### config.mk
export PLATFORM = sky130hd
export DESIGN_NAME = bitmap_block_allocator_core
export DESIGN_NICKNAME = d
export VERILOG_FILES = /design/src/rtl/bba_pkg.sv /design/src/rtl/bba_front.sv /design/src/rtl/bba_back.sv /design/src/rtl/bitmap_block_allocator_core.sv
export SDC_FILE = /design/constraint.sdc
export NUM_CORES = 1
export LEC_CHECK = 0
export BUFFER_PORTS_ARGS = -buffer_cell sky130_fd_sc_hd__buf_2
export CAP_MARGIN = 20
export CORE_UTILIZATION = 33
export DETAILED_ROUTE_END_ITERATION = 12
export GPL_ROUTABILITY_DRIVEN = 0
export PLACE_DENSITY_LB_ADDON = 0.08
export SLEW_MARGIN = 20
export SYNTH_ARGS = -nofsm -noshare
export SYNTH_HDL_FRONTEND = slang
export SYNTH_SLANG_ARGS = --single-unit
### constraint.sdc
create_clock -name clk_i -period 3.3 [get_ports clk_i]
set_input_delay 0 -clock clk_i [delete_from_list [all_inputs] [get_ports clk_i]]
set_output_delay 0 -clock clk_i [all_outputs]
set_load 0.02 [all_outputs]
### src/rtl/bba_pkg.sv
// Shared types and codes of the bitmap block allocator.
// No dependencies.
package bba_pkg;

  localparam int unsigned BLK_W = 7;
  localparam int unsigned CNT_W = 6;
  localparam int unsigned ST_W  = 3;

  typedef enum logic [1:0] {
    OP_INVALID,
    OP_MARK,
    OP_ALLOC,
    OP_EMPTY
  } op_e;

  typedef enum logic [ST_W-1:0] {
    ST_ALLOCATED = 3'd0,
    ST_DONE      = 3'd1,
    ST_NO_SPACE  = 3'd2,
    ST_INVALID   = 3'd3,
    ST_MARKED    = 3'd4
  } status_e;

  typedef struct packed {
    op_e              op;
    logic [BLK_W-1:0] blk;
    logic [CNT_W-1:0] cnt;
  } cmd_t;

  typedef struct packed {
    logic valid;
    cmd_t cmd;
  } cmd_q_t;

endpackage

### src/rtl/bba_front.sv
// Front end: accepts requests, classifies them and queues them (two entries).
// Depends on bba_pkg.
module bba_front #(
  parameter int unsigned BLK_TOTAL = 128
) (
  input  logic                      clk_i,
  input  logic                      rst_ni,
  input  logic                      start,
  input  logic                      clearing_i,
  input  logic                      kind_i,
  input  logic [bba_pkg::BLK_W-1:0] block_number_i,
  input  logic [bba_pkg::CNT_W-1:0] block_count_i,
  input  logic                      pop_i,
  output logic                      busy_o,
  output bba_pkg::cmd_q_t           head_o
);
  import bba_pkg::*;

  cmd_t       new_cmd;
  cmd_t       slot_q [2];
  logic       wr_ptr_q;
  logic       rd_ptr_q;
  logic [1:0] count_q;
  logic       push;
  logic       pop;

  always_comb begin
    new_cmd.blk = block_number_i;
    new_cmd.cnt = block_count_i;
    if (32'(block_number_i) >= BLK_TOTAL) begin
      new_cmd.op = OP_INVALID;
    end else if (!kind_i) begin
      new_cmd.op = OP_MARK;
    end else if (block_count_i == '0) begin
      new_cmd.op = OP_EMPTY;
    end else begin
      new_cmd.op = OP_ALLOC;
    end
  end

  assign busy_o       = (count_q == 2'd2) || clearing_i;
  assign push         = start && !busy_o;
  assign pop          = pop_i && (count_q != 2'd0);
  assign head_o.valid = (count_q != 2'd0);
  assign head_o.cmd   = slot_q[rd_ptr_q];

  always_ff @(posedge clk_i or negedge rst_ni) begin
    if (!rst_ni) begin
      wr_ptr_q <= 1'b0;
      rd_ptr_q <= 1'b0;
      count_q  <= 2'd0;
    end else begin
      if (push) wr_ptr_q <= !wr_ptr_q;
      if (pop) rd_ptr_q <= !rd_ptr_q;
      if (push && !pop) begin
        count_q <= count_q + 2'd1;
      end else if (pop && !push) begin
        count_q <= count_q - 2'd1;
      end
    end
  end

  always_ff @(posedge clk_i) begin
    if (push) slot_q[wr_ptr_q] <= new_cmd;
  end

endmodule

### src/rtl/bba_back.sv
// Back end: holds the used/free bitmap, clears it after reset and runs
// mark writes and allocate scans. Depends on bba_pkg.
module bba_back #(
  parameter int unsigned BLK_TOTAL = 128
) (
  input  logic                      clk_i,
  input  logic                      rst_ni,
  input  bba_pkg::cmd_q_t           head_i,
  output logic                      pop_o,
  output logic                      clearing_o,
  output logic                      result_valid_o,
  output logic [bba_pkg::BLK_W-1:0] allocated_block_o,
  output logic [bba_pkg::ST_W-1:0]  status_o,
  output logic                      last_o
);
  import bba_pkg::*;

  localparam int unsigned AW = $clog2(BLK_TOTAL);
  localparam int unsigned PW = $clog2(BLK_TOTAL + 1);

  typedef enum logic [2:0] {
    S_CLEAR,
    S_IDLE,
    S_READ,
    S_CHECK,
    S_DONE
  } state_e;

  state_e           state_q;
  logic [AW-1:0]    clr_q;
  logic [PW-1:0]    pos_q;
  logic [CNT_W-1:0] got_q;
  logic [CNT_W-1:0] want_q;
  logic [CNT_W-1:0] got_inc;
  logic             rd_q;
  logic             res_valid_q;
  logic [BLK_W-1:0] res_blk_q;
  status_e          res_status_q;
  logic             res_last_q;

  logic             mem [BLK_TOTAL];
  logic             mem_we;
  logic [AW-1:0]    mem_wa;
  logic             mem_wd;
  logic [AW-1:0]    mem_ra;

  assign pop_o             = (state_q == S_IDLE) && head_i.valid;
  assign clearing_o        = (state_q == S_CLEAR);
  assign got_inc           = got_q + 1'b1;
  assign mem_ra            = pos_q[AW-1:0];
  assign result_valid_o    = res_valid_q;
  assign allocated_block_o = res_blk_q;
  assign status_o          = res_status_q;
  assign last_o            = res_last_q;

  always_comb begin
    mem_we = 1'b0;
    mem_wa = pos_q[AW-1:0];
    mem_wd = 1'b1;
    case (state_q)
      S_CLEAR: begin
        mem_we = 1'b1;
        mem_wa = clr_q;
        mem_wd = 1'b0;
      end
      S_IDLE: begin
        if (pop_o && (head_i.cmd.op == OP_MARK)) begin
          mem_we = 1'b1;
          mem_wa = AW'(head_i.cmd.blk);
        end
      end
      S_CHECK: begin
        mem_we = !rd_q;
      end
      default: ;
    endcase
  end

  always_ff @(posedge clk_i) begin
    if (mem_we) mem[mem_wa] <= mem_wd;
    rd_q <= mem[mem_ra];
  end

  always_ff @(posedge clk_i or negedge rst_ni) begin
    if (!rst_ni) begin
      state_q      <= S_CLEAR;
      clr_q        <= '0;
      pos_q        <= '0;
      got_q        <= '0;
      want_q       <= '0;
      res_valid_q  <= 1'b0;
      res_blk_q    <= '0;
      res_status_q <= ST_DONE;
      res_last_q   <= 1'b0;
    end else begin
      res_valid_q <= 1'b0;
      case (state_q)
        S_CLEAR: begin
          clr_q <= clr_q + 1'b1;
          if (clr_q == AW'(BLK_TOTAL - 1)) state_q <= S_IDLE;
        end
        S_IDLE: begin
          if (pop_o) begin
            case (head_i.cmd.op)
              OP_INVALID: begin
                res_valid_q  <= 1'b1;
                res_blk_q    <= '0;
                res_status_q <= ST_INVALID;
                res_last_q   <= 1'b1;
              end
              OP_MARK: begin
                res_valid_q  <= 1'b1;
                res_blk_q    <= '0;
                res_status_q <= ST_MARKED;
                res_last_q   <= 1'b1;
              end
              OP_EMPTY: begin
                res_valid_q  <= 1'b1;
                res_blk_q    <= '0;
                res_status_q <= ST_DONE;
                res_last_q   <= 1'b1;
              end
              OP_ALLOC: begin
                pos_q   <= PW'(head_i.cmd.blk);
                got_q   <= '0;
                want_q  <= head_i.cmd.cnt;
                state_q <= S_READ;
              end
              default: ;
            endcase
          end
        end
        S_READ: begin
          if (pos_q >= PW'(BLK_TOTAL)) begin
            res_valid_q  <= 1'b1;
            res_blk_q    <= '0;
            res_status_q <= ST_NO_SPACE;
            res_last_q   <= 1'b1;
            state_q      <= S_IDLE;
          end else begin
            state_q <= S_CHECK;
          end
        end
        S_CHECK: begin
          pos_q <= pos_q + 1'b1;
          if (!rd_q) begin
            res_valid_q  <= 1'b1;
            res_blk_q    <= BLK_W'(pos_q);
            res_status_q <= ST_ALLOCATED;
            res_last_q   <= 1'b0;
            got_q        <= got_inc;
            state_q      <= (got_inc == want_q) ? S_DONE : S_READ;
          end else begin
            state_q <= S_READ;
          end
        end
        S_DONE: begin
          res_valid_q  <= 1'b1;
          res_blk_q    <= '0;
          res_status_q <= ST_DONE;
          res_last_q   <= 1'b1;
          state_q      <= S_IDLE;
        end
        default: state_q <= S_IDLE;
      endcase
    end
  end

endmodule

### src/rtl/bitmap_block_allocator_core.sv
// Top level of the bitmap block allocator: request queue plus scan engine.
// Depends on bba_pkg, bba_front, bba_back.
//
//   channel   handshake                 payload
//   request   start / busy              kind_i, block_number_i, block_count_i
//   result    result_valid_o (strobe)   allocated_block_o, status_o, last_o
//
// After reset busy stays high while the bitmap is cleared.
// Mark, invalid and zero-count requests: queued, dequeued, then the result is registered.
// An allocation is dequeued, then each block scanned takes a registered bitmap read,
// then a check and write, and a final result ends it.
// Two requests queue ahead of the engine; busy is high when the queue is full.
// Results are strobed for one cycle and cannot be held off.
module bitmap_block_allocator_core #(
  parameter int unsigned BLK_TOTAL = 128
) (
  input  logic                      clk_i,
  input  logic                      rst_ni,
  input  logic                      start,
  output logic                      busy,
  input  logic                      kind_i,
  input  logic [bba_pkg::BLK_W-1:0] block_number_i,
  input  logic [bba_pkg::CNT_W-1:0] block_count_i,
  output logic                      result_valid_o,
  output logic [bba_pkg::BLK_W-1:0] allocated_block_o,
  output logic [bba_pkg::ST_W-1:0]  status_o,
  output logic                      last_o
);
  import bba_pkg::*;

  cmd_q_t head;
  logic   pop;
  logic   clearing;

  bba_front #(
    .BLK_TOTAL(BLK_TOTAL)
  ) u_front (
    .clk_i          (clk_i),
    .rst_ni         (rst_ni),
    .start          (start),
    .clearing_i     (clearing),
    .kind_i         (kind_i),
    .block_number_i (block_number_i),
    .block_count_i  (block_count_i),
    .pop_i          (pop),
    .busy_o         (busy),
    .head_o         (head)
  );

  bba_back #(
    .BLK_TOTAL(BLK_TOTAL)
  ) u_back (
    .clk_i             (clk_i),
    .rst_ni            (rst_ni),
    .head_i            (head),
    .pop_o             (pop),
    .clearing_o        (clearing),
    .result_valid_o    (result_valid_o),
    .allocated_block_o (allocated_block_o),
    .status_o          (status_o),
    .last_o            (last_o)
  );

endmodule

======== Yosys cells after proc, flatten, opt, wreduce, memory -nomap -nowiden ========
Memory sizes are Yosys's and may differ from the RTL's. A register that Yosys moved wholly into a read port is not among the register bits.
Index checks and enable logic that the tools add are counted.
cells by class
  add/sub/neg operators ................... 5
  $mul .................................... 0
  div/mod/pow operators ................... 0
  $lt $le $gt $ge ......................... 1
  equality and inequality tests ........... 17
  shift-type cells ........................ 0
  multiplexer cells ....................... 47
  bitwise operators ....................... 0
  reduce and logical (&&, ||, !) cells .... 27
operators with widths
  operator             count
  $mux 7               5
  $pmux 7 s4           1
  $mux 3               8
  $pmux 3 s4           2
  $mux 6               3
  $mux 8               2
  $pmux 8 s2           1
  $mux 1               15
  $pmux 7 s2           1
  $pmux 6 s2           1
  $reduce_and 5->1     2
  $pmux 3 s3           1
  $reduce_and 3->1     3
  $add 8x1->8 const B  1
  $ge 8x8->1 const B   1
  $mux 2               4
  $pmux 1 s4           2
  $add 7x1->7 const B  1
  $eq 7x7->1 const B   1
  $add 6x1->6 const B  1
  $eq 2x2->1 const B   3
  $eq 3x2->1 const B   2
  $eq 6x6->1           1
  $logic_and 1x1->1    6
  18 further kinds     29
storage, ports and cells
  register bits after elaboration ......... 46
  latch bits .............................. 0
  bits in writable memories ............... 158
  ROM bits ................................ 0
  output and inout port bits .............. 13
  logic and storage cells ................. 111
  memories kept ........................... 2
memory list
  memory          depth  width  read ports  clocked after memory_dff  wr ports  RTL line         source
  u_back.mem      128    1      1           1                         1         bba_back.sv:41   logic mem [BLK_TOTAL];
  u_front.slot_q  2      15     1           0                         1         bba_front.sv:20  cmd_t slot_q [2];

======== Depth between registers and ports, before layout ========
Gate-level depths: netlist (run 1).
  depth in word-level cells ............... 8
  gate-level depth with buffers ........... 13
  gate-level depth less buffers ........... 9

======== Cells and area by module ========
Synthesis (run 1) repeated with hierarchy kept, for this count alone.
unflattened totals
  cell total of the unflattened synthesis .. 772
  area total of the unflattened synthesis .. 9,728.1 um2
by module, submodules not included
  module     instances  cells each  area each (um2)  seq. area each (um2)
  bba_back   1          702         8,411.8          4,916.0
  bba_front  1          70          1,316.3          1,001.0

======== Worst setup path before layout (run 1) ========
OpenSTA, ideal clock, no wires.
  path kind ............................... flip-flop to flip-flop
  from .................................... register u_front.rd_ptr_q
  to ...................................... memory u_back.mem[108] (enable)
  data arrival time ....................... 2,601 ps
  data required time ...................... 3,000 ps
  slack ................................... 399 ps
  cell stages (with the launch flop) ...... 13
  path through ............................ dfrtp_1 > buf_6 > buf_6 > mux2i_1 > ha_1 > o21ai_2 > a211o_1 > buf_6 > a221o_1 > nor2_1 > nand2_1 > buf_2 > nor2_1
between the ends
  cells in the longest elaborated chain, start to end .. 7
  elaborated cells on any way between the ends .. 9
  classes of those cells .................. 1 x eq/ne; 6 x mux; 1 x reduce/logical; 1 x memory
ends and longest elaborated chain
  item                          RTL line         source
  start: declaration            bba_front.sv:22  logic rd_ptr_q;
  start signal: assignment      bba_front.sv:54  if (pop) rd_ptr_q <= !rd_ptr_q;
  $mem_v2 2x15 *                --
  $eq 2x1->1                    bba_back.sv:67   if (pop_o && (head_i.cmd.op == OP_MARK)) begin
  $logic_and 1x1->1             bba_back.sv:67
  $mux 1                        bba_back.sv:67
  $pmux 1 s3                    bba_back.sv:60   case (state_q)
  $mux 1                        bba_back.sv:80   if (mem_we) mem[mem_wa] <= mem_wd;
  $mux 1 (implied by the code)  bba_back.sv:80
  end: declaration              bba_back.sv:41
Mark *: on every way between the ends. The rest lies on a longest branch, timed or not.

======== Worst setup path after layout (run 1) ========
  from .................................... register u_front.rd_ptr_q
  to ...................................... memory u_back.mem[82] (enable)
Same word-level chain as after synthesis.

==> results.ini, run 1 <==
[outcome]
status=finished clean

[critical_path]
rrSetupSlack_ns=0.24
critPathMaxFanout=10
r2r_cells=10
cp.required_ns=3.52
start_kind=flop
startpoint=u_front.rd_ptr_q$_DFFE_PN0P_
regToRegEndpoint=u_back.mem[82]$_DFFE_PP_
worstPathArrival_ns=3.28
worstSetupEndpointType=flop
worstSetupPathType=flop to flop
r2r_start=u_front.rd_ptr_q$_DFFE_PN0P_

[placed_design]
placed_cells=1126
io_buffers=29
place_area_mm2=0.0100
place_hpwl_um=14900

[timing]
setup_viol=0
worstMarginPinSlew_ns=0.769
drv_slew=0
finalSetupTns_ns=0
fmax_ghz=0.327
fin_crit_sh=0.927
hold_ws_ns=0.0694
period_minus_slack_ns=3.06
hold_viol=0
fin_skew_ns=0.00918
rsz0062_at_grt=yes
max-slew-margin-rel=0.485

[clock_network]
clk_pin_slew_ns=0.06
cts.path.max_buffers=3
clkLatencyLatePin_ns=0.52
cts-htree-levels=1
root_buffer=clkbuf_16
cts_sinks=205
tritoncts=yes
cts_buffers=24

[global_routing]
first_global_vias=6239
track_usage=0.164
grt_antenna_before_repair=0
grt_pass1_wl_um=35900
grt_max_degree=49
overflow=0

[layout]
final_util=0.398
layout_common_cells=edfxtp_1, nor2_1, nand2_1
fin_cells=1189
design_area_mm2=0.0110
layout_commonest_cell=edfxtp_1
fillers=2661
syn2layout_area_growth_pct=18.6
final_nets=820
num_antenna_cells=0
drive_gt1_frac=0.207

[die]
core_mm2=0.0277
start_util=0.335
dieWidth_um=170
die_area_mm2=0.0288
rows=61
die_h_um=170
num_io_pins=30

[detailed_routing]
drt_pre_antenna_iters=5
drc=0
num_vias=5880
post_drt_wl_per_cell_um=19.2
postRouteAntennaNets=0
drtIter0Drc=380
detail_route.vias_per_cell=4.95
routed_wl_um=22900

[power_and_ir_drop]
switchingPower_w=0.00109
power_frac_clock=0.481
p_seq_frac=0.511
leakage_nw=3.49
combPwrFrac=0.007
ir_worst_vdd_mv=0.308
p_int_w=0.00430
swShare=0.201
power.density_mw_per_mm2=490

[run]
maxCapViolations=0

[yosys]
ys_ff_latch=205
synthFlopType=edfxtp_1
synth.avg_cell_area_um2=12.9
ys_warn_count=0
synth_cell_types=61
synth.cell_area_mm2=0.00928
synthesis.nets=745
yosysSeqAreaShare=0.637
synth_edf_count=158
postSynth.asyncResetShare=0.224
syn_inst=718

[hold_path]
hold_path.class=input port to asynchronous set/reset pin

-- through the flow --
| step | setup slack (ns) | power, W |
|---|---|---|
| after floorplan | 0.399 | 0.00281 |
| after global placement | 0.0534 | 0.00283 |
| after detailed placement | 0.0571 | 0.00284 |
| after CTS | 0.0438 | 0.00547 |
| after global routing | -0.0110 | 0.00557 |
| final | 0.240 | 0.00539 |
-- logic make-up after synthesis --
family / count (synthesis) / share of synthesized area
AND/OR/NAND/NOR: 286 / 0.134
flip-flops: 205 / 0.637
AO/OA/AOI/OAI: 87 / 0.0624
multiplexers: 59 / 0.104
buffers and inverters: 49 / 0.0282
XOR/XNOR: 22 / 0.0208
adder cells (fa/ha/maj): 10 / 0.0135
-- metal layers --
metal / share of wire / vias to the layer above / global-route usage
met5: 0 / - / 0
met4: 0.020 / 0 / 0.0454
met3: 0.036 / 33 / 0.0268
met2: 0.49 / 103 / 0.277
met1: 0.46 / 2975 / 0.218
li1: - / 2769 / -
-- worst max-delay path, cell delays in order, from the launching register on --
cell and delay (ns):
dfrtp_1 0.42, mux2i_2 0.28, ha_2 0.28, o21ai_2 0.08, a211o_2 0.43, a222oi_1 0.38, buf_4 0.20, nor2b_1 0.12
buf_4 0.17, nand2_1 0.21, nor2_1 0.20
-- worst max path at each step --
stage,endpoint,cells past startpoint
finish,u_back.mem[82]$_DFFE_PP_,10
global route,u_back.mem[119]$_DFFE_PP_,10
CTS,u_back.mem[92]$_DFFE_PP_,8
detailed placement,u_back.mem[107]$_DFFE_PP_,8
global placement,u_back.mem[88]$_DFFE_PP_,8
floorplan,u_back.mem[108]$_DFFE_PP_,12
-- flip-flops by register name, summed over array words and instances, names as in the netlist --
| name | flops |
|---|---|
| u_back.mem | 128 |
| u_front.slot_q | 30 |
| u_back.pos_q | 8 |
| u_back.allocated_block_o | 7 |
| u_back.clr_q | 7 |
| u_back.got_q | 6 |
| u_back.want_q | 6 |
| u_back.state_q | 3 |
| u_back.status_o | 3 |
| u_front.count_q | 2 |
| u_back.last_o | 1 |
| u_back.rd_q | 1 |
| u_back.result_valid_o | 1 |
| u_front.rd_ptr_q | 1 |
| u_front.wr_ptr_q | 1 |
-- final cells by class --
type                            count  area [um2]  share of cell area
Timing Repair Buffer               82         658              0.0598
Inverter                           16        60.1             0.00545
Tap cell                          378         473              0.0429
Sequential cell                   205        5920               0.537
Clock buffer                       30         676              0.0613
Multi-Input combinational cell    464        3130               0.284
Clock inverter                     14         101             0.00920
-- synthesized netlist by cell type, types with 2 or more instances --
master	number	share of area
nand3_1	22	0.012
nor2_2	3	0.0020
a21oi_1	23	0.012
a2111oi_0	3	0.0028
o21a_1	5	0.0040
edfxtp_1	158	0.51
a22o_1	3	0.0028
nor2b_1	10	0.0067
ha_1	10	0.013
mux2i_1	19	0.020
mux4_2	29	0.070
clkinv_1	2	0.00081
a221oi_1	2	0.0019
a222oi_1	5	0.0054
mux2_2	11	0.013
nand2b_1	5	0.0034
clkbuf_1	7	0.0028
a211o_1	2	0.0019
xnor2_1	12	0.011
o31ai_1	2	0.0016
or4_1	3	0.0024
o21ai_0	23	0.012
or2_2	2	0.0013
and3_1	3	0.0020
buf_4	2	0.0016
nand2_2	6	0.0040
xor2_1	10	0.0094
buf_2	14	0.0075
dfrtp_1	45	0.12
inv_1	13	0.0053
buf_6	7	0.0085
nor3_1	6	0.0032
nor2_1	155	0.063
nand2_1	55	0.022
a31oi_1	4	0.0027
a221o_1	2	0.0022
nor4_1	2	0.0013
and2_1	8	0.0054
buf_1	3	0.0012
-- repair_timing --
action	4_1_cts	5_1_grt
resized for setup	0	6
hold endpoints to repair	62	0
endpoints found under the setup margin	0	122
setup buffers	0	3
hold buffers	16	0
-- power by group through the flow --
stage	combinational [W]	sequential [W]	clock, W
after global placement	0.0000251	0.00281	0
after CTS	0.0000411	0.00276	0.00267
after global routing	0.0000458	0.00275	0.00277
after detailed placement	0.0000264	0.00281	0
after floorplan	0.000000701	0.00281	0
final	0.0000402	0.00276	0.00259
No activity file was read; power rests on OpenSTA's default activity.
==> inputs of run 2 (changes only) <==
- ABC_AREA: default -> 1
==> run 2 against run 1 <==
- first-iteration DRC count up 44%
- sequential cell count unchanged
- count of clock-buffer cells in the layout up 1
- synthesized area up 8.0%
- hold slack better by 0.093 ns
- sequential power about the same
- final cell count up 30%
- die area up 7.9%
- critical path type unchanged
- critical endpoint is now u_back.mem[9]$_DFFE_PP_
==> results.ini, run 2 <==
[critical_path]
regToRegEndpoint=u_back.mem[9]$_DFFE_PP_
worstSetupEndpointType=flop
start_kind=flop
worstSetupPathType=flop to flop
r2r_cells=11
crit_top_cell=nor2_4
cp.required_ns=3.52
startpoint=u_front.rd_ptr_q$_DFFE_PN0P_
crit_chain=buf_4 -> o21ai_0 -> ha_1 -> inv_1 -> nor2_4 -> nand2_1 -> nand3_1 -> nand3_4 -> nor2_4 -> nand3_2 -> nor2_1
worstPathArrival_ns=3.32
rrSetupSlack_ns=0.20
r2r_start=u_front.rd_ptr_q$_DFFE_PN0P_
cp_slowest_cell=dfrtp_1
critPathMaxFanout=15
slowest_delay_ns=0.39

[yosys]
ys_ff_latch=205
synth_edf_count=158
synthesis.nets=1110
synth_top_cell_area_share=0.473
synth.most_common_cell=nand2_1
ys_top_cells_by_area=edfxtp_1, dfrtp_1, nand2_1
yosysSeqAreaShare=0.590
synth_cell_types=44
syn_inst=1083
synthFlopType=edfxtp_1
synth.avg_cell_area_um2=9.26
synth.cell_area_mm2=0.0100
yosysTopAreaCell=edfxtp_1
ys_warn_count=0
ys_top_cells_by_count=nand2_1, nor2_1, edfxtp_1
postSynth.asyncResetShare=0.224

[die]
num_io_pins=30
start_util=0.337
dieWidth_um=176
die_area_mm2=0.0311
rows=63
die_h_um=176
core_mm2=0.0298

[clock_network]
root_buffer=clkbuf_16
clk_pin_slew_ns=0.06
tritoncts=yes
cts_sinks=205
cts.path.max_buffers=3
cts_buffers=24
cts-htree-levels=1
clkLatencyLatePin_ns=0.52

[layout]
fillers=3022
design_area_mm2=0.0116
syn2layout_area_growth_pct=15.8
final_util=0.390
layout_commonest_cell=nand2_1
layout_common_cells=nand2_1, nor2_1, edfxtp_1
largest_register=u_back.mem
num_antenna_cells=0
top_regs=u_back.mem: 128 flops, u_front.slot_q: 30 flops, u_back.pos_q: 8 flops
largest_reg_flops=128
final_nets=1159
drive_gt1_frac=0.110

[global_routing]
grt_antenna_before_repair=0
first_global_vias=6928
grt_max_degree=107
grt_pass1_wl_um=41900
overflow=0
track_usage=0.177

[timing]
max-slew-margin-rel=0.318
period_minus_slack_ns=3.10
fin_crit_sh=0.940
fmax_ghz=0.322
worstMarginPinSlew_ns=1.02
drv_slew=0
setup_ws_ns=0.197
fin_skew_ns=0.0125
hold_viol=0
rsz0062_at_grt=yes
finalSetupTns_ns=0
setup_viol=0

[placed_design]
place_ws_ns=0.0848
place_hpwl_um=16900
io_buffers=29
place_area_mm2=0.0106

[detailed_routing]
post_drt_wl_per_cell_um=17.7
drc=0
num_vias=7323
drtIter0Drc=547
routed_wl_um=27200
drt_pre_antenna_iters=5
detail_route.vias_per_cell=4.76
postRouteAntennaNets=0

[power_and_ir_drop]
power.density_mw_per_mm2=477
ir_worst_vdd_mv=0.347
leakage_nw=4.56
p_total_w=0.00555

[run]
maxCapViolations=0

[hold_path]
hold_path.class=input port to asynchronous set/reset pin

[outcome]
status=finished clean

[run 2: stage by stage]
stage,hold WS [ns],cells
after floorplan,-0.296,1083
after global placement,0.189,1479
after detailed placement,0.183,1479
after CTS,0.169,1539
after global routing,0.209,1540
final,0.163,1540
[run 2: layer usage]
metal	part of all wire	global-route usage	routed length (um)
met1	0.51	0.270	13800
met5	0	0	0
met2	0.43	0.270	11700
met3	0.044	0.0198	1190
met4	0.016	0.0377	430
[run 2: timing repair]
action / in CTS / in global routing
hold endpoints to repair: 64 / 0
setup buffers: 0 / 1
resized for setup: 0 / 1
setup endpoints to repair: 0 / 50
hold buffers: 16 / 0
[run 2: power by group]
group	leakage, nW	switching, W	internal, W
clock network	0.396	0.00106	0.00169
logic	2.38	0.0000207	0.0000202
registers	1.78	0	0.00276
total	4.56	0.00108	0.00447
[run 2: worst max-delay path by stage]
stage,endpoint,slack [ns],cells after the start
after floorplan,u_back.mem[35]$_DFFE_PP_,0.29,14
after global placement,u_back.mem[62]$_DFFE_PP_,0.19,11
after detailed placement,u_back.mem[62]$_DFFE_PP_,0.08,11
after CTS,u_back.mem[62]$_DFFE_PP_,0.07,11
after global routing,u_back.mem[49]$_DFFE_PP_,-0.10,11
final,u_back.mem[9]$_DFFE_PP_,0.20,11
[run 2: cell type report]
type / count / area, um2 / share of cell area
well taps: 390 / 488 / 0.0420
flip-flops and latches: 205 / 5920 / 0.509
multi-input cells: 727 / 3500 / 0.301
clock buffers: 31 / 648 / 0.0558
repair buffers: 64 / 485 / 0.0418
clock inverters: 13 / 164 / 0.0141
inverters: 110 / 415 / 0.0357
[run 2: worst max-delay path: cells and delay by family, from the launching register on]
family	cells	cell delay [ns]
adders and majority gates	1	0.36
buffers and inverters	2	0.31
DFF	1	0.39
and+or+nand+nor	7	1.41
AOI/OAI and AO/OA	1	0.34
[run 2: cell families after synthesis]
family | after synthesis | share of synthesized area
buffers and inverters | 151 | 0.0620
flip-flops | 205 | 0.590
XOR/XNOR | 16 | 0.0140
AND/OR/NAND/NOR | 594 | 0.260
multiplexers | 5 | 0.00511
AO/OA/AOI/OAI | 102 | 0.0564
adder cells (fa/ha/maj) | 10 | 0.0125
